<file path="config.mk">
export PLATFORM = sky130hd
export DESIGN_NAME = alarm_table_scheduler_top
export DESIGN_NICKNAME = d
export VERILOG_FILES = /design/src/hdl/ats_pkg.sv /design/src/hdl/alarm_table_scheduler_top.sv
export VERILOG_INCLUDE_DIRS = /design/src /design/src/hdl
export SDC_FILE = /design/constraint.sdc
export NUM_CORES = 1
export LEC_CHECK = 0
export BUFFER_PORTS_ARGS = -buffer_cell sky130_fd_sc_hd__buf_2
export CORE_MARGIN = 2
export CORE_UTILIZATION = 29
export DETAILED_ROUTE_END_ITERATION = 8
export HOLD_SLACK_MARGIN = 0.02
export PLACE_DENSITY = 0.51
export SLEW_MARGIN = 20
export SYNTH_ARGS = -nofsm -noshare
export SYNTH_HDL_FRONTEND = slang
export SYNTH_SLANG_ARGS = --single-unit
</file>
<file path="constraint.sdc">
create_clock -name clk -period 6.9 [get_ports clk]
set_input_delay 1.725 -clock clk [delete_from_list [all_inputs] [get_ports clk]]
set_output_delay 1.725 -clock clk [all_outputs]
set_load 0.005 [all_outputs]
</file>
<file path="src/hdl/alarm_table_scheduler_top_assert.svh">
// Assertion macros for the alarm table scheduler.
`ifndef ALARM_TABLE_SCHEDULER_TOP_ASSERT_SVH
`define ALARM_TABLE_SCHEDULER_TOP_ASSERT_SVH

// Same-cycle implication, checked on every rising clock edge outside reset.
`define ATS_ASSERT_SAME(lbl, ante, cons, msg) \
  lbl: assert property (@(posedge clk) disable iff (rst) (ante) |-> (cons)) \
    else $error(msg);

// Next-cycle implication.
`define ATS_ASSERT_NEXT(lbl, ante, cons, msg) \
  lbl: assert property (@(posedge clk) disable iff (rst) (ante) |=> (cons)) \
    else $error(msg);

`endif

</file>
<file path="src/hdl/ats_pkg.sv">
package ats_pkg;

  localparam int SLOT_COUNT_DEF = 6;
  localparam int KEY_W          = 27;

  localparam logic [3:0] MONTHS_PER_YEAR = 4'd12;
  localparam logic [6:0] YEAR_MAX        = 7'd99;

  localparam logic [1:0] RPT_ONCE  = 2'd0;
  localparam logic [1:0] RPT_DAILY = 2'd1;

  localparam logic [2:0] DAILY_STEPS  = 3'd1;
  localparam logic [2:0] WEEKLY_STEPS = 3'd7;

  typedef enum logic [1:0] {
    OP_WRITE   = 2'd0,
    OP_DELETE  = 2'd1,
    OP_SCAN    = 2'd2,
    OP_DISMISS = 2'd3
  } op_t;

  typedef enum logic [2:0] {
    ST_IDLE,
    ST_SCAN_HEAD,
    ST_DIS_READ,
    ST_DIS_STEP,
    ST_SWEEP,
    ST_DONE
  } state_t;

  // One table entry; the enable flag lives in flip-flops next to the memory.
  typedef struct packed {
    logic [4:0] hour;
    logic [5:0] minute;
    logic [4:0] day;
    logic [3:0] month;
    logic [6:0] year;
    logic [1:0] rpt;
  } alarm_t;

  // Non-leap month lengths; months outside 1..12 count as 31 days.
  function automatic logic [4:0] month_len(logic [3:0] m);
    logic [4:0] len;
    unique case (m)
      4'd2:                      len = 5'd28;
      4'd4, 4'd6, 4'd9, 4'd11:   len = 5'd30;
      default:                   len = 5'd31;
    endcase
    return len;
  endfunction

  // Ordering key: year, month, day, hour, minute.
  function automatic logic [KEY_W-1:0] alarm_key(alarm_t a);
    return {a.year, a.month, a.day, a.hour, a.minute};
  endfunction

  function automatic alarm_t add_day(alarm_t a);
    alarm_t     r;
    logic [5:0] nd;
    logic [4:0] mo;
    r  = a;
    nd = {1'b0, a.day} + 6'd1;
    mo = {1'b0, a.month};
    if (nd > {1'b0, month_len(a.month)}) begin
      nd = 6'd1;
      mo = mo + 5'd1;
      if (mo > {1'b0, MONTHS_PER_YEAR}) begin
        mo = 5'd1;
        if (a.year < YEAR_MAX) begin
          r.year = a.year + 7'd1;
        end
      end
    end
    r.day   = nd[4:0];
    r.month = mo[3:0];
    return r;
  endfunction

endpackage

</file>
<file path="src/hdl/alarm_table_scheduler_top.sv">
// Alarm table scheduler: a table of SLOT_COUNT alarm slots kept in one
// synchronous memory (one write port, one read port, registered read data),
// with the per-slot enable and written flags in flip-flops, so reset takes
// effect at once with no clearing pass. Each item is one operation: write,
// delete, scan against the current date and time, or dismiss. Every item
// yields exactly one result (head_valid, head_slot, alarm_due, active_count).
// After every operation the block sweeps the whole table through the single
// read port, one slot a cycle, applying the scan update on the fly and
// picking the earliest enabled slot as the new head (lower index wins a tie).
// A write, a delete or a dismiss of an out-of-range slot goes straight into
// the sweep. A scan first reads the head entry to flag alarm_due. A dismiss
// first reads the slot: a once slot is disabled, a daily slot moves one day
// ahead and a weekly slot seven, in seven day steps, and the new date is
// written back. The result goes valid in the same cycle that the sequencer
// is back in idle and can take the next item; no item is taken before then.
// in_ready is high whenever the sequencer is idle, even while a previous
// result still waits in the output register.
module alarm_table_scheduler_top
  import ats_pkg::*;
#(
  parameter int SLOT_COUNT = SLOT_COUNT_DEF
) (
  input  logic       clk,
  input  logic       rst,
  input  logic       in_valid,
  output logic       in_ready,
  input  logic [1:0] operation,
  input  logic [2:0] slot,
  input  logic [4:0] hour,
  input  logic [5:0] minute,
  input  logic [4:0] day,
  input  logic [3:0] month,
  input  logic [6:0] year,
  input  logic [1:0] repeat_mode,
  output logic       out_valid,
  input  logic       out_ready,
  output logic       head_valid,
  output logic [2:0] head_slot,
  output logic       alarm_due,
  output logic [2:0] active_count
);

  localparam int IDX_W = (SLOT_COUNT > 1) ? $clog2(SLOT_COUNT) : 1;
  localparam int CNT_W = $clog2(SLOT_COUNT + 1);
  localparam logic [CNT_W-1:0] SLOTS_C  = CNT_W'(SLOT_COUNT);
  localparam logic [IDX_W-1:0] LAST_IDX = IDX_W'(SLOT_COUNT - 1);

  state_t state, state_next;

  // table memory
  alarm_t           mem [SLOT_COUNT];
  alarm_t           rdata;
  logic [IDX_W-1:0] raddr;
  logic [IDX_W-1:0] waddr;
  logic             we;
  alarm_t           wdata;

  logic [SLOT_COUNT-1:0] enable, enable_next;
  logic [SLOT_COUNT-1:0] written, written_next;

  // item held for the duration of the operation
  op_t              op_r;
  logic [IDX_W-1:0] slot_r;
  logic [KEY_W-1:0] now_key;
  logic             due_r;
  logic             slot_ok;
  logic [IDX_W-1:0] slot_idx;

  // dismiss day stepping
  alarm_t     work;
  logic [2:0] steps;
  alarm_t     dis_ent;

  // sweep
  logic [CNT_W-1:0] cnt;
  logic             proc_vld;
  logic [IDX_W-1:0] proc_idx;
  logic             found;
  logic [IDX_W-1:0] best_idx;
  logic [KEY_W-1:0] best_key;
  logic [CNT_W-1:0] act_cnt;
  alarm_t           proc_ent, proc_upd;
  logic [KEY_W-1:0] proc_key, upd_key;
  logic             proc_en, proc_en_new, proc_wr;

  logic [IDX_W-1:0] head_index;
  logic             head_present;

  logic in_accept, sweep_start, out_load;

  assign in_accept = in_valid && in_ready;
  assign slot_ok   = 32'(slot) < SLOT_COUNT;
  assign slot_idx  = IDX_W'(slot);

  // Never-written entries read as the reset value (all zero).
  assign dis_ent  = written[slot_r]   ? rdata : '0;
  assign proc_ent = written[proc_idx] ? rdata : '0;
  assign proc_key = alarm_key(proc_ent);
  assign proc_en  = enable[proc_idx];
  assign upd_key  = alarm_key(proc_upd);

  // Scan update of the slot under the sweep: an exact match goes off, a past
  // alarm moves one day ahead and is written back.
  always_comb begin
    proc_upd    = proc_ent;
    proc_en_new = proc_en;
    proc_wr     = 1'b0;
    if (op_r == OP_SCAN && proc_en) begin
      if (proc_key == now_key) begin
        proc_en_new = 1'b0;
      end else if (proc_key < now_key) begin
        proc_upd = add_day(proc_ent);
        proc_wr  = 1'b1;
      end
    end
  end

  // Sequencer: next state, memory port control, flag updates.
  always_comb begin
    state_next   = state;
    in_ready     = 1'b0;
    we           = 1'b0;
    waddr        = proc_idx;
    wdata        = proc_upd;
    raddr        = cnt[IDX_W-1:0];
    enable_next  = enable;
    written_next = written;
    sweep_start  = 1'b0;
    out_load     = 1'b0;
    unique case (state)
      ST_IDLE: begin
        in_ready = 1'b1;
        // head entry for a scan, target slot for a dismiss
        raddr = (op_t'(operation) == OP_SCAN) ? head_index : slot_idx;
        if (in_valid) begin
          unique case (op_t'(operation))
            OP_WRITE: begin
              if (slot_ok) begin
                we    = 1'b1;
                waddr = slot_idx;
                wdata = '{hour: hour, minute: minute, day: day, month: month,
                          year: year, rpt: repeat_mode};
                enable_next[slot_idx]  = 1'b1;
                written_next[slot_idx] = 1'b1;
              end
              sweep_start = 1'b1;
              state_next  = ST_SWEEP;
            end
            OP_DELETE: begin
              if (slot_ok) begin
                enable_next[slot_idx] = 1'b0;
              end
              sweep_start = 1'b1;
              state_next  = ST_SWEEP;
            end
            OP_SCAN: begin
              state_next = ST_SCAN_HEAD;
            end
            OP_DISMISS: begin
              if (slot_ok) begin
                state_next = ST_DIS_READ;
              end else begin
                sweep_start = 1'b1;
                state_next  = ST_SWEEP;
              end
            end
          endcase
        end
      end
      ST_SCAN_HEAD: begin
        sweep_start = 1'b1;
        state_next  = ST_SWEEP;
      end
      ST_DIS_READ: begin
        if (dis_ent.rpt == RPT_ONCE) begin
          enable_next[slot_r] = 1'b0;
          sweep_start         = 1'b1;
          state_next          = ST_SWEEP;
        end else begin
          state_next = ST_DIS_STEP;
        end
      end
      ST_DIS_STEP: begin
        if (steps == DAILY_STEPS) begin
          we                   = 1'b1;
          waddr                = slot_r;
          wdata                = add_day(work);
          written_next[slot_r] = 1'b1;
          sweep_start          = 1'b1;
          state_next           = ST_SWEEP;
        end
      end
      ST_SWEEP: begin
        if (proc_vld) begin
          we                    = proc_wr;
          enable_next[proc_idx] = proc_en_new;
          if (proc_idx == LAST_IDX) begin
            state_next = ST_DONE;
          end
        end
      end
      ST_DONE: begin
        if (!out_valid || out_ready) begin
          out_load   = 1'b1;
          state_next = ST_IDLE;
        end
      end
      default: state_next = ST_IDLE;
    endcase
  end

  always_ff @(posedge clk) begin
    if (rst) begin
      state   <= ST_IDLE;
      enable  <= '0;
      written <= '0;
    end else begin
      state   <= state_next;
      enable  <= enable_next;
      written <= written_next;
    end
  end

  // Table memory. A write always lands before any read of the same slot
  // is issued, so no forwarding path is needed.
  always_ff @(posedge clk) begin
    if (we) begin
      mem[waddr] <= wdata;
    end
    rdata <= mem[raddr];
  end

  // Item registers and the dismiss stepper.
  always_ff @(posedge clk) begin
    if (in_accept) begin
      op_r    <= op_t'(operation);
      slot_r  <= slot_idx;
      now_key <= {year, month, day, hour, minute};
      due_r   <= 1'b0;
    end
    if (state == ST_SCAN_HEAD) begin
      due_r <= head_present && (alarm_key(rdata) == now_key);
    end
    if (state == ST_DIS_READ) begin
      work  <= dis_ent;
      steps <= (dis_ent.rpt == RPT_DAILY) ? DAILY_STEPS : WEEKLY_STEPS;
    end else if (state == ST_DIS_STEP) begin
      work  <= add_day(work);
      steps <= steps - 3'd1;
    end
  end

  // Sweep: read issue counter, processing stage, head search.
  always_ff @(posedge clk) begin
    if (rst) begin
      proc_vld <= 1'b0;
      cnt      <= '0;
    end else if (sweep_start) begin
      proc_vld <= 1'b0;
      cnt      <= '0;
    end else if (state == ST_SWEEP) begin
      proc_vld <= cnt < SLOTS_C;
      if (cnt < SLOTS_C) begin
        cnt <= cnt + CNT_W'(1);
      end
    end
  end

  always_ff @(posedge clk) begin
    if (sweep_start) begin
      found    <= 1'b0;
      best_idx <= '0;
      best_key <= '0;
      act_cnt  <= '0;
    end else if (state == ST_SWEEP) begin
      proc_idx <= cnt[IDX_W-1:0];
      if (proc_vld && proc_en_new) begin
        act_cnt <= act_cnt + CNT_W'(1);
        if (!found || upd_key < best_key) begin
          found    <= 1'b1;
          best_idx <= proc_idx;
          best_key <= upd_key;
        end
      end
    end
  end

  // Result register and head state.
  always_ff @(posedge clk) begin
    if (rst) begin
      out_valid    <= 1'b0;
      head_valid   <= 1'b0;
      head_slot    <= '0;
      alarm_due    <= 1'b0;
      active_count <= '0;
      head_present <= 1'b0;
      head_index   <= '0;
    end else if (out_load) begin
      out_valid    <= 1'b1;
      head_valid   <= found;
      head_slot    <= found ? 3'(best_idx) : 3'd0;
      alarm_due    <= due_r;
      active_count <= 3'(act_cnt);
      head_present <= found;
      head_index   <= found ? best_idx : '0;
    end else if (out_ready) begin
      out_valid <= 1'b0;
    end
  end

`include "alarm_table_scheduler_top_assert.svh"

  `ATS_ASSERT_SAME(a_head_tracks_enable, state == ST_IDLE, head_present == (|enable), "head flag disagrees with enable bits")
  `ATS_ASSERT_SAME(a_head_enabled, (state == ST_IDLE) && head_present, enable[head_index], "head slot is not enabled")
  `ATS_ASSERT_NEXT(a_busy_after_accept, in_valid && in_ready, !in_ready, "item accepted while busy")
  `ATS_ASSERT_SAME(a_sweep_write_scan, (state == ST_SWEEP) && we, proc_vld && (op_r == OP_SCAN), "stray table write in sweep")
  `ATS_ASSERT_NEXT(a_done_releases, (state == ST_DONE) && (!out_valid || out_ready), out_valid && (state == ST_IDLE), "result not loaded at end of sweep")

endmodule
</file>
==> metrics.txt <==
status=finished clean; crit start category=register; CTS tree=built; Netlist cell types=a little under 80; register area share after synthesis=0.558; critical path type=reg2reg; Fill cells=5553; Place WS=slightly above 0.6 ns; Relative slew margins=0.228; number of synthesized flops with an enable pin=around 240; htree depth=2; Cells after Synth=approximately 1400; power density cells=between 300 and 400 nW/um2; Slew Viols, Final=0; Layout area overhead=15.1%; worst hold start=alarm_due; Net Count, Synth=1518; Routed WL per cell=20.6 um; GPL Wtd Cong=0.886; largest fanout on the critical path=20; cts hold-fix bufs=0; worst skew pair latency=about 0.55 ns; Final Hold Violating Endpoints=0; Num Clock Sinks=approximately 330; CP Data Arrival Time=around 6.7 ns; Initial DRC Count=roughly 780; ys async rst share=0; number of warnings issued by yosys=0; placed cell areas=17500 um2; Reg2Reg Launch Point=proc_idx[1]; actual slew at the worst max-slew pin=approximately 1.1 ns; largest net degree at the start of global routing=59; hold path cells=2; # Post-CTS Setup Buffers=0; Ports=48; Total GRT Usage=0.160; final wirelength=about 46000 um; Synth Area per Inst=roughly 12 um2; DIE HEIGHT=between 200 and 250 um; via/cell ratio=~5.0; RSZ-0062 raised after global routing=no; CTS Buffer Depth=3; fin crit share=0.907; met3 WL=2350 um; peak supply drop=between 100 and 150 uV; Worst setup EP type=register; Multi-input gate area=roughly 6600 um2; main flop type after synthesis=edfxtp_1; GR Overflow Total=0; crit path time final=between 6 and 7 ns; Core Util, Final=0.339; R2R depth=23; Starting Density=0.295; global-route wire length before repair=around 70000 um; Reg area=just over 9000 um2; DP HPWL=31500 um; die area=~58000 um2; Hold Crit Class=reg2reg; Root Driver=clkbuf_16; Final WS setup=0.641 ns; drt drc=0; Met1 Wirelength=approximately 21000 um; vias in the first global route=between 10000 and 15000; Crit path required time=approximately 7.3 ns; clock skew=about 0.016 ns; r2r setup slk=~0.64 ns; post-route cell area=about 19000 um2; post-cts gate resize count=0; TritonCTS Buffers=38; Die Wd=approximately 240 um; r2r endpoint=best_key[3]; remaining antenna violation count after routing=0; drt first pass iters=7; Leakage Power=7.13 nW; max_cap viols=0; setup_tns=0 ns; Finished Layout Cells=approximately 2200; antenna violations before repair=0; Yosys reg bits=333; top layer in use=met4; metal2 WL=around 21000 um; Final nets=roughly 1600; clock-pin slew of the registers on the worst-case setup and hold paths=0.06 ns; Mapped Area=around 16000 um2; Core Area=between 50000 and 60000 um2; vias=around 11000; port buffer count=47; row cnt=86; fraction of layout instances using a drive strength above 1=0.139; fmax=around 160 MHz; final setup fails=0; hold worst-path end=alarm_due; Ant. Diodes=0; placed cell count=between 2000 and 2500
routing by layer:
layer,GRT usage,up-vias
met2,0.253,284
met5,0,-
met1,0.215,5494
met3,0.0308,77
li1,-,5311
met4,0.0664,0
flip-flops by register name, summed over array words and instances (netlist names), 3 cells and up, named ones only:
name and count:
act_cnt 3, active_count 3, best_idx 3, best_key 27
cnt 3, head_index 3, mem 174, now_key 27
proc_idx 3, rdata 29, slot_r 3, state 3
steps 3, work 29, written 6
power by group:
part	internal [mW]	leakage [nW]	switching, mW	total, mW
logic	0.393	3.49	0.683	1.08
registers	2.40	3.01	0.210	2.61
clock network	1.24	0.628	0.823	2.07
total	4.03	7.13	1.72	5.75
cells in the mapped netlist, types with 6 or more instances:
cell / n / share of area
nand2_1: 140 / 0.032
a22oi_1: 16 / 0.0074
nand4_1: 23 / 0.0088
nor2_1: 90 / 0.021
xnor2_1: 27 / 0.015
o21ai_0: 82 / 0.025
o31ai_1: 9 / 0.0041
a22o_1: 11 / 0.0059
nor2b_1: 8 / 0.0031
edfxtp_1: 242 / 0.45
o221ai_1: 6 / 0.0032
and3_1: 19 / 0.0073
and2_1: 7 / 0.0027
a31oi_1: 9 / 0.0035
or3_1: 9 / 0.0035
a211oi_1: 15 / 0.0069
mux2i_1: 61 / 0.037
dfxtp_1: 91 / 0.11
nand3_1: 27 / 0.0083
mux4_2: 30 / 0.041
inv_1: 100 / 0.023
buf_2: 12 / 0.0037
o21a_1: 11 / 0.0051
nor4_1: 9 / 0.0035
nor3_1: 18 / 0.0055
a221o_1: 9 / 0.0055
clkbuf_1: 52 / 0.012
ha_1: 72 / 0.055
a21oi_1: 60 / 0.018
xor2_1: 17 / 0.0091
nand2b_1: 14 / 0.0054
critical path: stages (launching register included):
cell      delay [ns]
edfxtp_1        0.56
nand2b_1        0.28
o22ai_2         0.32
or2_1           0.37
buf_4           0.33
nand2_1         0.14
inv_1           0.19
ha_1            0.30
a2111o_1        0.37
o221ai_1        0.26
a41o_1          0.34
buf_4           0.21
nand2_1         0.12
a211oi_1        0.24
buf_4           0.17
inv_1           0.05
ha_1            0.30
nor2b_1         0.14
o211ai_1        0.18
a31oi_1         0.13
o31ai_2         0.38
and3_4          0.44
mux2i_1         0.22
nor2_1          0.05
area by class of cell:
type,count,share of cell area
flip-flops and latches,333,0.484
multi-input cells,901,0.351
clock buffers,51,0.0571
well taps,748,0.0499
repair buffers,76,0.0261
inverters,100,0.0200
clock inverters,18,0.0109
worst max-delay path by stage:
stage,startpoint,end,slack (ns),cells after the start
6_report,proc_idx[1],best_key[3],0.64,23
5_1_grt,proc_idx[1],best_idx[2],0.02,27
4_1_cts,proc_idx[1],best_key[16],0.59,23
3_5_place_dp,proc_idx[1],best_key[18],0.62,23
3_3_place_gp,proc_idx[1],best_key[16],0.69,23
2_1_floorplan,proc_idx[2],mem[5][0],0.80,18
kinds of logic after synthesis:
family                   after synthesis  synth area share
AO/OA/AOI/OAI                        287             0.117
XOR/XNOR                              44            0.0236
adder cells (fa/ha/maj)               72            0.0553
buffers and inverters                176            0.0444
flip-flops                           333             0.558
multiplexers                          97            0.0837
AND/OR/NAND/NOR                      399             0.118
layout by cell type (no fill, tap or decap), types with 6 or more instances in the layout:
master and instances:
mux2i_1 61, inv_1 100, nand2_1 140, o221ai_1 6, buf_4 26, clkbuf_16 39, a22o_1 11, dfxtp_1 91
a221o_1 9, nor2b_1 8, nand4_1 23, edfxtp_1 242, buf_2 47, o21a_1 11, and2_1 6, clkinv_2 8
o21ai_0 81, nor2_1 85, xor2_1 17, ha_1 72, nand3_1 27, nor3_1 16, a211oi_1 15, xnor2_1 27
o31ai_1 8, and3_1 19, a22oi_1 16, clkbuf_1 7, mux4_2 30, a21oi_1 58, or3_1 9, nand2b_1 14
nor4_1 9, a31oi_1 9
stage by stage:
step / hold WS (ns) / total power [mW]
global route: 0.480 / 6.01
floorplan: 0.442 / 3.29
global placement: 0.443 / 3.73
detailed placement: 0.446 / 3.73
finish: 0.450 / 5.75
CTS: 0.455 / 5.81
Power figures use the tool's default switching activity.
